## src/sv/rx_frame_descriptor_ring_macros.svh

```systemverilog
// Assertion macros shared by the receive descriptor ring RTL.
// Each macro expects signals named clk and rst_n in the using scope.
`ifndef RX_FRAME_DESCRIPTOR_RING_MACROS_SVH
`define RX_FRAME_DESCRIPTOR_RING_MACROS_SVH

// Same-cycle implication, checked outside reset.
`define RFD_ASSERT_NOW(label, ante, cons) \
    label: assert property (@(posedge clk) disable iff (!rst_n) (ante) |-> (cons)) \
        else $error("rfd: same-cycle check failed");

// Next-cycle implication, checked outside reset.
`define RFD_ASSERT_NEXT(label, ante, cons) \
    label: assert property (@(posedge clk) disable iff (!rst_n) (ante) |=> (cons)) \
        else $error("rfd: next-cycle check failed");

`endif

```

## src/sv/rfd_pkg.sv

```systemverilog
// Shared constants, types and helpers of the receive descriptor ring.
// Used by the channel interfaces, the descriptor store and the top level.
package rfd_pkg;

    // Buffer geometry.
    localparam int BUFFER_BYTES = 1024;
    localparam int BLOCK_BYTES  = 256;
    localparam int SLOT_COUNT   = 8;

    // Fixed field widths of the channel words.
    localparam int REMAIN_W = 9;
    localparam int START_W  = 10;
    localparam int LEN_W    = 9;

    // Derived widths.
    localparam int SLOT_W  = $clog2(SLOT_COUNT);
    localparam int FILL_W  = $clog2(BUFFER_BYTES + BLOCK_BYTES + 2);
    localparam int CALC_W0 = (FILL_W > START_W) ? FILL_W : START_W;
    localparam int CALC_W1 = (CALC_W0 > LEN_W) ? CALC_W0 : LEN_W;
    localparam int CALC_W2 = (CALC_W1 > REMAIN_W) ? CALC_W1 : REMAIN_W;
    localparam int CALC_W  = CALC_W2 + 1;

    // Operation codes on the request channel.
    localparam logic FUNC_IDLE = 1'b0;
    localparam logic FUNC_POP  = 1'b1;

    // Write request into the descriptor store.
    typedef struct packed {
        logic                start_we;
        logic [SLOT_W-1:0]   start_addr;
        logic [START_W-1:0]  start_data;
        logic                end_we;
        logic [SLOT_W-1:0]   end_addr;
        logic [CALC_W-1:0]   end_data;
    } desc_wr_t;

    // Registered read data from the descriptor store.
    typedef struct packed {
        logic [START_W-1:0]  start;
        logic [CALC_W-1:0]   end_ofs;
        logic                end_set;
    } desc_rd_t;

    // Slot index that follows s around the ring.
    function automatic logic [SLOT_W-1:0] next_slot(input logic [SLOT_W-1:0] s);
        logic [SLOT_W-1:0] r;
        if (s == SLOT_W'(SLOT_COUNT - 1))
            r = '0;
        else
            r = s + SLOT_W'(1);
        return r;
    endfunction

    // Start offset a slot holds after reset.
    function automatic logic [START_W-1:0] slot_base(input logic [SLOT_W-1:0] s);
        logic [31:0] prod;
        prod = 32'(s) * 32'(BLOCK_BYTES);
        return prod[START_W-1:0];
    endfunction

endpackage

```

## src/sv/rfd_req_if.sv

```systemverilog
// Request channel of the receive descriptor ring: operation and DMA remaining count.
// Depends on rfd_pkg for field widths.
interface rfd_req_if import rfd_pkg::*; ();
    logic                valid;
    logic                ready;
    logic                func;
    logic [REMAIN_W-1:0] remain;

    modport source (output valid, output func, output remain, input ready);
    modport sink   (input valid, input func, input remain, output ready);
endinterface

```

## src/sv/rfd_rsp_if.sv

```systemverilog
// Response channel of the receive descriptor ring: DMA start and popped descriptor.
// Depends on rfd_pkg for field widths.
interface rfd_rsp_if import rfd_pkg::*; ();
    logic               valid;
    logic               ready;
    logic [START_W-1:0] next_dma_start;
    logic               frame_valid;
    logic [START_W-1:0] frame_start;
    logic [LEN_W-1:0]   frame_length;
    logic               ring_empty;

    modport source (output valid, output next_dma_start, output frame_valid,
                    output frame_start, output frame_length, output ring_empty,
                    input ready);
    modport sink   (input valid, input next_dma_start, input frame_valid,
                    input frame_start, input frame_length, input ring_empty,
                    output ready);
endinterface

```

## src/sv/rfd_ram.sv

```systemverilog
// Generic simple dual-port RAM: one write port, one read port, registered read data.
// No dependencies.
module rfd_ram #(
    parameter int WIDTH = 8,
    parameter int DEPTH = 8
) (
    input  logic                     clk,
    input  logic                     we,
    input  logic [$clog2(DEPTH)-1:0] waddr,
    input  logic [WIDTH-1:0]         wdata,
    input  logic [$clog2(DEPTH)-1:0] raddr,
    output logic [WIDTH-1:0]         rdata
);

    logic [WIDTH-1:0] mem [DEPTH];

    // Write port.
    always_ff @(posedge clk)
    begin
        if (we)
        begin
            mem[waddr] <= wdata;
        end
    end

    // Read port with registered read data.
    always_ff @(posedge clk)
    begin
        rdata <= mem[raddr];
    end

endmodule

```

## src/sv/rfd_desc_store.sv

```systemverilog
// Descriptor store: start and end offset memories plus per-slot written marks.
// Depends on rfd_pkg and rfd_ram.
module rfd_desc_store import rfd_pkg::*; (
    input  logic              clk,
    input  logic              rst_n,
    input  desc_wr_t          wr,
    input  logic [SLOT_W-1:0] rd_addr,
    output desc_rd_t          rd
);

    logic [SLOT_COUNT-1:0] start_written_reg;
    logic [SLOT_COUNT-1:0] end_set_reg;
    logic                  start_written_q;
    logic                  end_set_q;
    logic [SLOT_W-1:0]     rd_addr_q;
    logic [START_W-1:0]    start_mem_q;
    logic [CALC_W-1:0]     end_mem_q;

    // Start offsets of the slots.
    rfd_ram #(.WIDTH(START_W), .DEPTH(SLOT_COUNT)) u_start_ram (
        .clk   (clk),
        .we    (wr.start_we),
        .waddr (wr.start_addr),
        .wdata (wr.start_data),
        .raddr (rd_addr),
        .rdata (start_mem_q)
    );

    // End offsets of the slots.
    rfd_ram #(.WIDTH(CALC_W), .DEPTH(SLOT_COUNT)) u_end_ram (
        .clk   (clk),
        .we    (wr.end_we),
        .waddr (wr.end_addr),
        .wdata (wr.end_data),
        .raddr (rd_addr),
        .rdata (end_mem_q)
    );

    // Per-slot marks; an unwritten start reads as the slot's reset offset.
    always_ff @(posedge clk or negedge rst_n)
    begin
        if (!rst_n)
        begin
            start_written_reg <= '0;
            end_set_reg       <= '0;
            start_written_q   <= 1'b0;
            end_set_q         <= 1'b0;
            rd_addr_q         <= '0;
        end
        else
        begin
            if (wr.start_we)
            begin
                start_written_reg[wr.start_addr] <= 1'b1;
            end
            if (wr.end_we)
            begin
                end_set_reg[wr.end_addr] <= 1'b1;
            end
            start_written_q <= start_written_reg[rd_addr];
            end_set_q       <= end_set_reg[rd_addr];
            rd_addr_q       <= rd_addr;
        end
    end

    // Read data with reset values substituted.
    always_comb
    begin
        rd.start   = start_written_q ? start_mem_q : slot_base(rd_addr_q);
        rd.end_ofs = end_set_q ? end_mem_q : '0;
        rd.end_set = end_set_q;
    end

endmodule

```

## src/sv/rx_frame_descriptor_ring.sv

```systemverilog
// Receive frame descriptor ring. Each request word is either an idle-line event carrying
// the DMA remaining count, or a pop of the oldest frame descriptor; each gives exactly one
// response word carrying the next DMA start offset and, for a pop, the frame's start,
// length, valid and empty flags. An idle-line event or an empty-ring pop goes straight to the
// output register; any other pop waits in S_POP for the registered read of the descriptor
// memories and a free output register. One word is in work at a time, and a new word is taken
// only when the output register is empty or its response is being taken in the same cycle.
`include "rx_frame_descriptor_ring_macros.svh"

module rx_frame_descriptor_ring import rfd_pkg::*; (
    input  logic      clk,
    input  logic      rst_n,
    rfd_req_if.sink   req,
    rfd_rsp_if.source rsp
);

    typedef enum logic {
        S_IDLE,
        S_POP
    } state_t;

    state_t              state_reg, state_next;
    logic [SLOT_W-1:0]   write_slot_reg, write_slot_next;
    logic [SLOT_W-1:0]   read_slot_reg, read_slot_next;
    logic [CALC_W-1:0]   fill_count_reg, fill_count_next;
    logic [START_W-1:0]  cur_start_reg, cur_start_next;
    logic                rsp_vld_reg, rsp_vld_next;
    logic [START_W-1:0]  next_dma_reg, next_dma_next;
    logic                fvalid_reg, fvalid_next;
    logic [START_W-1:0]  fstart_reg, fstart_next;
    logic [LEN_W-1:0]    flen_reg, flen_next;
    logic                empty_reg, empty_next;

    desc_wr_t            wr;
    desc_rd_t            rd;
    logic                req_fire;
    logic                out_free;
    logic [CALC_W-1:0]   full_len;
    logic [CALC_W-1:0]   remain_ext;
    logic [CALC_W-1:0]   frame_len;
    logic [CALC_W-1:0]   sum;
    logic                wrap;
    logic [SLOT_W-1:0]   ws_adv;
    logic [START_W-1:0]  new_start;
    logic [CALC_W-1:0]   pop_len;

    rfd_desc_store u_store (
        .clk     (clk),
        .rst_n   (rst_n),
        .wr      (wr),
        .rd_addr (read_slot_reg),
        .rd      (rd)
    );

    // Handshake: the output register is free when empty or being drained.
    assign out_free  = !rsp_vld_reg || rsp.ready;
    assign req.ready = (state_reg == S_IDLE) && out_free;
    assign req_fire  = req.valid && req.ready;

    // Frame length and the placement of the next frame.
    always_comb
    begin
        full_len   = CALC_W'(BLOCK_BYTES + 1);
        remain_ext = CALC_W'(req.remain);
        frame_len  = (remain_ext > full_len) ? '0 : full_len - remain_ext;
        sum        = fill_count_reg + frame_len;
        wrap       = (sum > CALC_W'(BUFFER_BYTES)) ||
                     ((CALC_W'(BUFFER_BYTES) - sum) < CALC_W'(BLOCK_BYTES));
        ws_adv     = next_slot(write_slot_reg);
        new_start  = wrap ? '0 : sum[START_W-1:0];
        pop_len    = rd.end_ofs - CALC_W'(rd.start) + CALC_W'(1);
    end

    // Control and next-state logic.
    always_comb
    begin
        state_next      = state_reg;
        write_slot_next = write_slot_reg;
        read_slot_next  = read_slot_reg;
        fill_count_next = fill_count_reg;
        cur_start_next  = cur_start_reg;
        rsp_vld_next    = rsp_vld_reg && !rsp.ready;
        next_dma_next   = next_dma_reg;
        fvalid_next     = fvalid_reg;
        fstart_next     = fstart_reg;
        flen_next       = flen_reg;
        empty_next      = empty_reg;
        wr              = '0;

        case (state_reg)
            S_IDLE:
            begin
                if (req_fire)
                begin
                    if (req.func == FUNC_IDLE)
                    begin
                        rsp_vld_next  = 1'b1;
                        fvalid_next   = 1'b0;
                        fstart_next   = '0;
                        flen_next     = '0;
                        empty_next    = 1'b0;
                        next_dma_next = cur_start_reg;
                        if (frame_len != '0)
                        begin
                            wr.end_we       = 1'b1;
                            wr.end_addr     = write_slot_reg;
                            wr.end_data     = sum - CALC_W'(1);
                            wr.start_we     = 1'b1;
                            wr.start_addr   = ws_adv;
                            wr.start_data   = new_start;
                            write_slot_next = ws_adv;
                            fill_count_next = wrap ? '0 : sum;
                            cur_start_next  = new_start;
                            next_dma_next   = new_start;
                        end
                    end
                    else if (read_slot_reg == write_slot_reg)
                    begin
                        rsp_vld_next  = 1'b1;
                        fvalid_next   = 1'b0;
                        fstart_next   = '0;
                        flen_next     = '0;
                        empty_next    = 1'b1;
                        next_dma_next = cur_start_reg;
                    end
                    else
                    begin
                        state_next = S_POP;
                    end
                end
            end
            S_POP:
            begin
                if (out_free)
                begin
                    rsp_vld_next   = 1'b1;
                    fvalid_next    = rd.end_set;
                    fstart_next    = rd.end_set ? rd.start : '0;
                    flen_next      = rd.end_set ? pop_len[LEN_W-1:0] : '0;
                    empty_next     = 1'b0;
                    next_dma_next  = cur_start_reg;
                    read_slot_next = next_slot(read_slot_reg);
                    state_next     = S_IDLE;
                end
            end
            default:
            begin
                state_next = S_IDLE;
            end
        endcase
    end

    // State and registered outputs.
    always_ff @(posedge clk or negedge rst_n)
    begin
        if (!rst_n)
        begin
            state_reg      <= S_IDLE;
            write_slot_reg <= '0;
            read_slot_reg  <= '0;
            fill_count_reg <= '0;
            cur_start_reg  <= '0;
            rsp_vld_reg    <= 1'b0;
            next_dma_reg   <= '0;
            fvalid_reg     <= 1'b0;
            fstart_reg     <= '0;
            flen_reg       <= '0;
            empty_reg      <= 1'b0;
        end
        else
        begin
            state_reg      <= state_next;
            write_slot_reg <= write_slot_next;
            read_slot_reg  <= read_slot_next;
            fill_count_reg <= fill_count_next;
            cur_start_reg  <= cur_start_next;
            rsp_vld_reg    <= rsp_vld_next;
            next_dma_reg   <= next_dma_next;
            fvalid_reg     <= fvalid_next;
            fstart_reg     <= fstart_next;
            flen_reg       <= flen_next;
            empty_reg      <= empty_next;
        end
    end

    assign rsp.valid          = rsp_vld_reg;
    assign rsp.next_dma_start = next_dma_reg;
    assign rsp.frame_valid    = fvalid_reg;
    assign rsp.frame_start    = fstart_reg;
    assign rsp.frame_length   = flen_reg;
    assign rsp.ring_empty     = empty_reg;

    // An empty-ring response never carries a frame.
    `RFD_ASSERT_NOW(a_empty_no_frame, rsp_vld_reg && empty_reg, !fvalid_reg && flen_reg == '0)
    // No request is taken while a descriptor read is in flight.
    `RFD_ASSERT_NOW(a_pop_blocks_req, state_reg == S_POP, !req.ready)
    // A wrapping frame end restarts the buffer at offset zero.
    `RFD_ASSERT_NEXT(a_wrap_clears_fill, req_fire && req.func == FUNC_IDLE && frame_len != '0 && wrap, fill_count_reg == '0 && cur_start_reg == '0)

endmodule

```

## src/flat_wrapper.sv

```systemverilog
// flat-port wrapper written by rule: the top's interface ports become plain ports
module rx_frame_descriptor_ring_flat import rfd_pkg::*;
  (clk, rst_n, req_valid, req_func, req_remain, req_ready, rsp_valid, rsp_next_dma_start, rsp_frame_valid, rsp_frame_start, rsp_frame_length, rsp_ring_empty, rsp_ready);
  rfd_req_if req_i ();
  rfd_rsp_if rsp_i ();
  input  logic clk;
  input  logic rst_n;
  input wire logic [$bits(req_i.valid)-1:0] req_valid;
  input wire logic [$bits(req_i.func)-1:0] req_func;
  input wire logic [$bits(req_i.remain)-1:0] req_remain;
  output wire logic [$bits(req_i.ready)-1:0] req_ready;
  output wire logic [$bits(rsp_i.valid)-1:0] rsp_valid;
  output wire logic [$bits(rsp_i.next_dma_start)-1:0] rsp_next_dma_start;
  output wire logic [$bits(rsp_i.frame_valid)-1:0] rsp_frame_valid;
  output wire logic [$bits(rsp_i.frame_start)-1:0] rsp_frame_start;
  output wire logic [$bits(rsp_i.frame_length)-1:0] rsp_frame_length;
  output wire logic [$bits(rsp_i.ring_empty)-1:0] rsp_ring_empty;
  input wire logic [$bits(rsp_i.ready)-1:0] rsp_ready;
  assign req_i.valid = req_valid;
  assign req_i.func = req_func;
  assign req_i.remain = req_remain;
  assign req_ready = req_i.ready;
  assign rsp_valid = rsp_i.valid;
  assign rsp_next_dma_start = rsp_i.next_dma_start;
  assign rsp_frame_valid = rsp_i.frame_valid;
  assign rsp_frame_start = rsp_i.frame_start;
  assign rsp_frame_length = rsp_i.frame_length;
  assign rsp_ring_empty = rsp_i.ring_empty;
  assign rsp_i.ready = rsp_ready;
  rx_frame_descriptor_ring u_core (.clk(clk), .rst_n(rst_n), .req(req_i), .rsp(rsp_i));
endmodule
```

## config.mk

```make
export PLATFORM = sky130hd
export DESIGN_NAME = rx_frame_descriptor_ring_flat
export DESIGN_NICKNAME = d
export VERILOG_FILES = /design/src/sv/rfd_pkg.sv /design/src/sv/rfd_req_if.sv /design/src/sv/rfd_rsp_if.sv /design/src/sv/rfd_ram.sv /design/src/sv/rfd_desc_store.sv /design/src/sv/rx_frame_descriptor_ring.sv /design/src/flat_wrapper.sv
export VERILOG_INCLUDE_DIRS = /design/src /design/src/sv
export SDC_FILE = /design/constraint.sdc
export NUM_CORES = 1
export LEC_CHECK = 0
export BUFFER_PORTS_ARGS = -buffer_cell sky130_fd_sc_hd__buf_2
export CAP_MARGIN = 40
export CORE_MARGIN = 2
export CORE_UTILIZATION = 40
export CTS_CLUSTER_SIZE = 20
export DETAILED_ROUTE_END_ITERATION = 8
export PLACE_DENSITY = 0.6
export SLEW_MARGIN = 20
export SYNTH_ARGS = -nofsm -noshare
export SYNTH_HDL_FRONTEND = slang
export SYNTH_SLANG_ARGS = --single-unit
```

## constraint.sdc

```tcl
create_clock -name clk -period 4.2 [get_ports clk]
set_input_delay 0 -clock clk [delete_from_list [all_inputs] [get_ports clk]]
set_output_delay 0 -clock clk [all_outputs]
set_load 0.01 [all_outputs]
```

==> impl_metrics.csv, run 1 <==
group,metric,value,unit
worst_setup_path,path_cells,"buf_2, or4_4, or2_1, o31a_1, nor2_1, ha_1, inv_1, fa_1, nand2b_1, a211oi_2, nor4_1, a311o_1, or3b_2, mux2i_2, nor3b_4, buf_8, and2_1",
detailed_routing,first_pass_iters,5,
clocking,cts_inserted_buffers,27,
floorplanning,design.portCount,47,
worst_setup_path,critical_path.max_fanout,15,
detailed_routing,detailedRoute.firstIterationViolations,367,
hold_path,worst_hold_path_type,"input pin to async pin",
power,largest_vdd_supply_drop,0.393,mV
worst_setup_path,critical_path_class,"input pin to register",
detailed_routing,routed_via_density,5.24,
clocking,postCtsResizedCells,0,
sta,fin_hold_ws,0.0395,ns
worst_setup_path,worstReg2RegStart,"u_core.fill_count_reg[0]",
grt,first_global_vias,6644,
worst_setup_path,timing.critical_path.to_type,"register",
yosys,synth_flop_cell,"sky130_fd_sc_hd__edfxtp_1",
cells_and_area,areaGrowthSynthToFinish,20.0,%
cells_and_area,largest_register_ff_count,80,
worst_setup_path,cp_data_required_time,4.46,ns
yosys,synth_edf_count,152,
floorplanning,dieArea,28900,sq um
clocking,htree_num_levels,1,
worst_setup_path,cell_with_the_largest_stage_delay_on_the_worst_path,"sky130_fd_sc_hd__or4_4",
outcome,run_status,"finished clean",
place,gp_congestion,0.802,
detailed_routing,detail-route-antenna-nets,0,
clocking,clk_transition_reported_paths,0.06,ns
yosys,synth.ff_latch_count,252,
cells_and_area,antenna_cells_inserted,0,
yosys,synth_largest_area_cell,"sky130_fd_sc_hd__edfxtp_1",
clocking,clock_path_buffers,3,
yosys,post_synth_mux_area_share,11.8,%
sta,setup_tns,0,ns
power,intPower,0.00643,W
yosys,synthesis.area_per_instance,14.7,sq um
sta,achievable-frequency,0.263,GHz
clocking,clock_sinks,252,
sta,worst_pin_slew,0.698,ns
sta,final.period_utilization,90.5,%
place,place.port_buffers,46,
clocking,ctsRootBufferMaster,"sky130_fd_sc_hd__clkbuf_16",
yosys,dominant_combinational_cell_family_by_area_after_synthesis,"multiplexers",
yosys,yosys.cell_types.count,67,
power,switchingPower,0.00314,W
sta,timing.final.max_slew_violations,0,
power,static-leakage-power,5.32,nW
clocking,cts_tree,"built",
detailed_routing,avgRoutedWirePerCell,19.2,microns
power,swShare,32.8,%
detailed_routing,post-route-drc-count,0,
floorplanning,die_w,170,microns
detailed_routing,routed-via-count,6494,
sta,worst_slew_margin_rel,53.4,%
floorplanning,fp-row-count,60,
sta,skew,0.0288,ns
yosys,async_sr_flop_fraction,32.1,%
worst_setup_path,critPathArrivalTime,4.06,ns
power,power.density_cell_area,724,nW/um^2
sta,finalSetupViolations,0,
sta,fin_crit,3.80,ns
yosys,synth.cell_area,11000,sq um
cells_and_area,final_net_count,925,
yosys,yosys.area.top_type_share,41.5,%
yosys,mappedNetlistNets,798,
yosys,ys_seq_area_share,63.3,%
grt,grt_start_max_net_pins,52,
power,p_comb_share,37.9,%
sta,grt_setup_unrepaired,"false",
yosys,synthCells,750,
worst_setup_path,worst_setup_path_startpoint,"req_remain[5]",
cells_and_area,layout-drive-gt1-share,29.6,%
place,hpwlAfterDp,15.9,mm
worst_setup_path,startpoint_type,"input pin",
grt,grt_first_pass_wirelength,37.4,mm
floorplanning,start_util,40.8,%
cells_and_area,design_area,13200,sq um
power,total_power,0.00957,W
yosys,area_fraction_in_compound_gates_after_synthesis,7.81,%
power,clock_power_share,25.7,%
yosys,synth_simple_gate_area_share,8.96,%
floorplanning,die_height,170,microns
worst_setup_path,crit_path_max_incr_delay,0.52,ns
yosys,yosys_warnings,0,
place,placement.cell_area,12200,sq um
detailed_routing,drt_wl_total,23.8,mm
yosys,yosys.cell_count.top_type,"sky130_fd_sc_hd__edfxtp_1",
sta,finalHoldViolCount,0,
power,power.sequential.fraction,36.4,%
floorplanning,coreArea,27000,sq um
yosys,yosys.area_share.xor_xnor,2.15,%
yosys,ys_top_cells_by_count,"sky130_fd_sc_hd__edfxtp_1 (152), sky130_fd_sc_hd__dfrtp_1 (81), sky130_fd_sc_hd__nor2_1 (48)",
yosys,synth-adder-area-share,4.00,%
cells_and_area,finalCoreUtilization,49.0,%
grt,gr-total-overflow,0,
grt,grt_antenna_before_repair,0,
run,drv.max_cap_violation_count,0,
grt,grt.total_usage,17.0,%
yosys,yosys-top-cells-area,"sky130_fd_sc_hd__edfxtp_1 (41%), sky130_fd_sc_hd__dfrtp_1 (18%), sky130_fd_sc_hd__mux4_2 (8.6%), sky130_fd_sc_hd__ha_1 (3.6%), sky130_fd_sc_hd__dfxtp_1 (3.5%)",
clocking,worst_skew_pair.late_latency,0.55,ns
## layout make-up
cell class,count,area (sq um)
Fill cell,2348,13700
Sequential cell,252,6970
Multi-Input combinational cell,443,3860
Timing Repair Buffer,135,938
Clock buffer,38,787
Tap cell,341,427
Clock inverter,12,159
Inverter,18,67.6
## layout by cell type (no fill, tap or decap), types with 6 or more instances in the layout
cell type / synthesis / final
sky130_fd_sc_hd__edfxtp_1: 152 / 152
sky130_fd_sc_hd__buf_4: 1 / 84
sky130_fd_sc_hd__dfrtp_1: 81 / 79
sky130_fd_sc_hd__nor2_1: 48 / 48
sky130_fd_sc_hd__nand2_1: 46 / 46
sky130_fd_sc_hd__buf_2: 5 / 45
sky130_fd_sc_hd__mux4_2: 42 / 42
sky130_fd_sc_hd__ha_1: 32 / 32
sky130_fd_sc_hd__clkbuf_16: 0 / 27
sky130_fd_sc_hd__mux2_2: 25 / 25
sky130_fd_sc_hd__a22o_1: 24 / 24
sky130_fd_sc_hd__o21ai_0: 23 / 23
sky130_fd_sc_hd__a21oi_1: 21 / 21
sky130_fd_sc_hd__and2_1: 19 / 19
sky130_fd_sc_hd__dfxtp_1: 19 / 19
sky130_fd_sc_hd__inv_1: 18 / 18
sky130_fd_sc_hd__xnor2_1: 15 / 15
sky130_fd_sc_hd__or2_1: 12 / 12
sky130_fd_sc_hd__a21o_1: 12 / 12
sky130_fd_sc_hd__xor2_1: 12 / 11
sky130_fd_sc_hd__nand2b_1: 11 / 11
sky130_fd_sc_hd__nor3_1: 9 / 9
sky130_fd_sc_hd__or2_2: 7 / 7
sky130_fd_sc_hd__clkbuf_8: 0 / 7
sky130_fd_sc_hd__and3_1: 6 / 6
sky130_fd_sc_hd__mux2i_1: 7 / 6
sky130_fd_sc_hd__nand3_1: 6 / 6
sky130_fd_sc_hd__o21bai_1: 6 / 6
## power by group through the flow
stage | registers [W] | clock network (W) | logic [W]
6_report | 0.00349 | 0.00246 | 0.00363
3_3_place_gp | 0.00352 | 0 | 0.00359
3_5_place_dp | 0.00353 | 0 | 0.00364
2_1_floorplan | 0.00347 | 0 | 0.00245
4_1_cts | 0.00349 | 0.00251 | 0.00368
5_1_grt | 0.00355 | 0.00263 | 0.00404
## worst paths after layout
check                                                        to  slack (ns)  cells after the start
min                                   u_core.rsp.frame_start[2]        0.04                      2
min in group clk                   u_core.rsp.next_dma_start[0]        0.20                      5
min reg2reg                       u_core.u_store.end_set_reg[7]        0.46                      1
max in group asynchronous                 u_core.rsp.ring_empty        3.26                      3
max reg2reg                u_core.u_store.u_start_ram.mem[0][3]        0.80                     12
max                        u_core.u_store.u_start_ram.mem[0][3]        0.40                     17
## cell families (layout without fill, tap and decap cells)
family          count (synthesis)  count (layout)
flops                         252             252
xor+xnor                       27              27
fa+ha+maj                      34              34
compound gates                119             119
buf+inv                        55             203
mux                            74              74
simple gates                  189             189
## critical path: cells and delay by family
family | cells | cell delay, ns
AO/OA/AOI/OAI | 3 | 0.94
adder cells (fa/ha/maj) | 2 | 0.57
buffers and inverters | 3 | 0.32
multiplexers | 1 | 0.23
AND/OR/NAND/NOR | 8 | 1.99
## metrics by stage
stage                     setup WS, ns  instances
after detailed placement        -0.322       1183
after floorplan                0.00831        750
after CTS                        0.256       1237
after global placement          -0.365       1181
after global routing             0.226       1239
final                            0.401       1239
## layer usage
| layer | routed length [microns] | vias up | global-route usage, % | share of wire, % |
|---|---|---|---|---|
| met5 | 0 | - | 0 | 0 |
| met4 | 512 | 0 | 4.61 | 2.1 |
| met3 | 1120 | 30 | 2.37 | 4.7 |
| met2 | 11200 | 149 | 27.5 | 47 |
| met1 | 11000 | 3237 | 24.1 | 46 |
| li1 | - | 3078 | - | - |
## timing repair
item                                    in CTS  in global routing
endpoints found under the setup margin       0                 40
hold buffers                                 4                  0
buffers inserted                             0                  2
hold endpoints to repair                    57                  0
(Power assumes the default switching activity.)
==> run 2, diff against run 1 <==
Settings changed: GPL_TIMING_DRIVEN set to 0.
==> impl_metrics.csv, run 2 (same netlist as run 1, synthesis figures left out) <==
group,metric,value,unit
detailed_routing,routed-via-count,6450,
floorplanning,fp-row-count,60,
floorplanning,start_util,40.8,%
clocking,worst_skew_pair.late_latency,0.52,ns
sta,final.period_utilization,95.9,%
clocking,cts_tree,"built",
place,place.port_buffers,42,
worst_setup_path,startpoint_type,"input pin",
cells_and_area,design_area,12900,sq um
grt,global_route.peak_usage_layer,"met2",
detailed_routing,first_pass_iters,4,
sta,finalHoldViolCount,0,
clocking,ctsRootBufferMaster,"sky130_fd_sc_hd__clkbuf_16",
grt,grt_first_pass_wirelength,37.4,mm
grt,grt_start_max_net_pins,49,
worst_setup_path,critical_path_class,"input pin to register",
cells_and_area,final_net_count,907,
worst_setup_path,critPathArrivalTime,4.28,ns
grt,grt_util_met2,28.5,%
grt,gr-total-overflow,0,
detailed_routing,detailedRoute.firstIterationViolations,437,
detailed_routing,avgRoutedWirePerCell,19.5,microns
clocking,clk_transition_reported_paths,0.06,ns
worst_setup_path,timing.critical_path.to_type,"register",
worst_setup_path,crit_path_max_incr_delay,0.55,ns
cells_and_area,largest_register_ff_count,80,
cells_and_area,antenna_cells_inserted,0,
place,hpwlAfterDp,17.1,mm
sta,fin_crit,4.03,ns
detailed_routing,drt_wl_total,23.8,mm
detailed_routing,post-route-drc-count,0,
floorplanning,die_w,170,microns
sta,worst_pin_slew,0.837,ns
place,placement.cell_area,11900,sq um
cells_and_area,leading_cell_types_in_the_layout_fill_and_taps_excluded,"sky130_fd_sc_hd__edfxtp_1 (152), sky130_fd_sc_hd__dfrtp_1 (81), sky130_fd_sc_hd__nor2_1 (48)",
worst_setup_path,critical_path.max_fanout,10,
hold_path,worst_hold_path_type,"input pin to async pin",
grt,grt.total_usage,17.1,%
sta,grt_setup_unrepaired,"false",
floorplanning,dieArea,28900,sq um
cells_and_area,layout-drive-gt1-share,25.8,%
power,power.density_cell_area,712,nW/um^2
cells_and_area,areaGrowthSynthToFinish,17.6,%
clocking,clock_path_buffers,3,
detailed_routing,detail-route-antenna-nets,0,
worst_setup_path,worst_setup_path_startpoint,"req_remain[5]",
grt,met1_use_gr,23.3,%
grt,groute.layer.met3.usage,2.65,%
floorplanning,die_height,170,microns
detailed_routing,routed_via_density,5.29,
power,static-leakage-power,5.07,nW
worst_setup_path,cp_common_cell,"sky130_fd_sc_hd__buf_2",
clocking,clock_sinks,252,
outcome,run_status,"finished clean",
cells_and_area,finalCoreUtilization,48.1,%
sta,timing.final.max_slew_violations,0,
worst_setup_path,worstReg2RegStart,"u_core.fill_count_reg[6]",
worst_setup_path,cp_data_required_time,4.45,ns
place,gp_congestion,0.839,
floorplanning,coreArea,27000,sq um
sta,achievable-frequency,0.248,GHz
clocking,cts_inserted_buffers,27,
worst_setup_path,cell_with_the_largest_stage_delay_on_the_worst_path,"sky130_fd_sc_hd__or4_4",
sta,skew,0.0127,ns
power,largest_vdd_supply_drop,0.354,mV
cells_and_area,most_frequent_standard_cell_in_the_layout_excluding_fill_and_tap_cells,"sky130_fd_sc_hd__edfxtp_1",
sta,finalSetupViolations,0,
clocking,htree_num_levels,1,
grt,first_global_vias,6565,
run,drv.max_cap_violation_count,0,
worst_setup_path,path_cells,"buf_2, or4_4, or2_1, buf_2, o31a_1, nor2_1, ha_2, inv_1, fa_2, nand2b_1, a211oi_2, nor4_1, a311o_2, or3b_2, mux2i_2, nor3b_4, buf_4, and2_2",
grt,grt_antenna_before_repair,0,
floorplanning,design.portCount,47,
sta,worst_slew_margin_rel,43.8,%
## run 2: timing repair
item | CTS | global route
setup buffers | 5 | 7
hold buffers | 5 | 0
hold endpoints to repair | 84 | 0
pin swaps | 1 | 3
endpoints found under the setup margin | 91 | 93
resized for setup | 10 | 19
## run 2: layout make-up
| class | count | area, sq um |
|---|---|---|
| fill | 2352 | 14000 |
| sequential | 252 | 6970 |
| multi-input combinational | 443 | 3970 |
| clock buffer | 39 | 721 |
| timing repair buffer | 80 | 579 |
| tap | 341 | 427 |
| buffer | 37 | 154 |
| inverter | 18 | 67.6 |
| clock inverter | 10 | 61.3 |
## run 2: worst paths after layout
check,to,slack [ns],depth (start not counted)
max,u_core.u_store.u_start_ram.mem[6][9],0.17,18
min,u_core.rsp.frame_start[2],0.02,3
max reg2reg,u_core.u_store.u_start_ram.mem[6][9],0.65,10
min reg2reg,u_core.u_store.rd_addr_q[1],0.41,0
max in group asynchronous,u_core.rsp.ring_empty,3.92,3
min in group clk,u_core.rsp.frame_length[3],0.14,4
## run 2: critical path, delay by kind of cell
kind	cells	cell delay [ns]
adders and majority gates	2	0.58
AOI/OAI and AO/OA	3	0.98
buffers and inverters	4	0.50
muxes	1	0.23
and+or+nand+nor	8	1.99
## run 2: where the power goes
part           switching [W]  internal [W]
Sequential          0.000262       0.00318
Combinational        0.00199       0.00167
Clock               0.000917       0.00119
## run 2: through the flow
| step | worst slack (ns) | instances | hold WS (ns) | total power (W) | TNS, ns |
|---|---|---|---|---|---|
| final | 0.171 | 1220 | 0.0183 | 0.00922 | 0 |
| after global routing | 0.000711 | 1220 | 0.0378 | 0.00982 | 0 |
| after CTS | 0.00295 | 1213 | 0.00954 | 0.00922 | 0 |
| after detailed placement | -0.915 | 1154 | -0.0117 | 0.00702 | -89.41 |
| after global placement | -1.18 | 1133 | 0.314 | 0.00688 | -120.10 |
| after floorplan | 0.00831 | 750 | -0.296 | 0.00591 | 0 |
## run 2: per-layer routing
layer	share of wire [%]	vias to the layer above
met5	0	-
met1	45	3226
met3	4.5	36
met4	2.6	0
li1	-	3044
met2	48	144
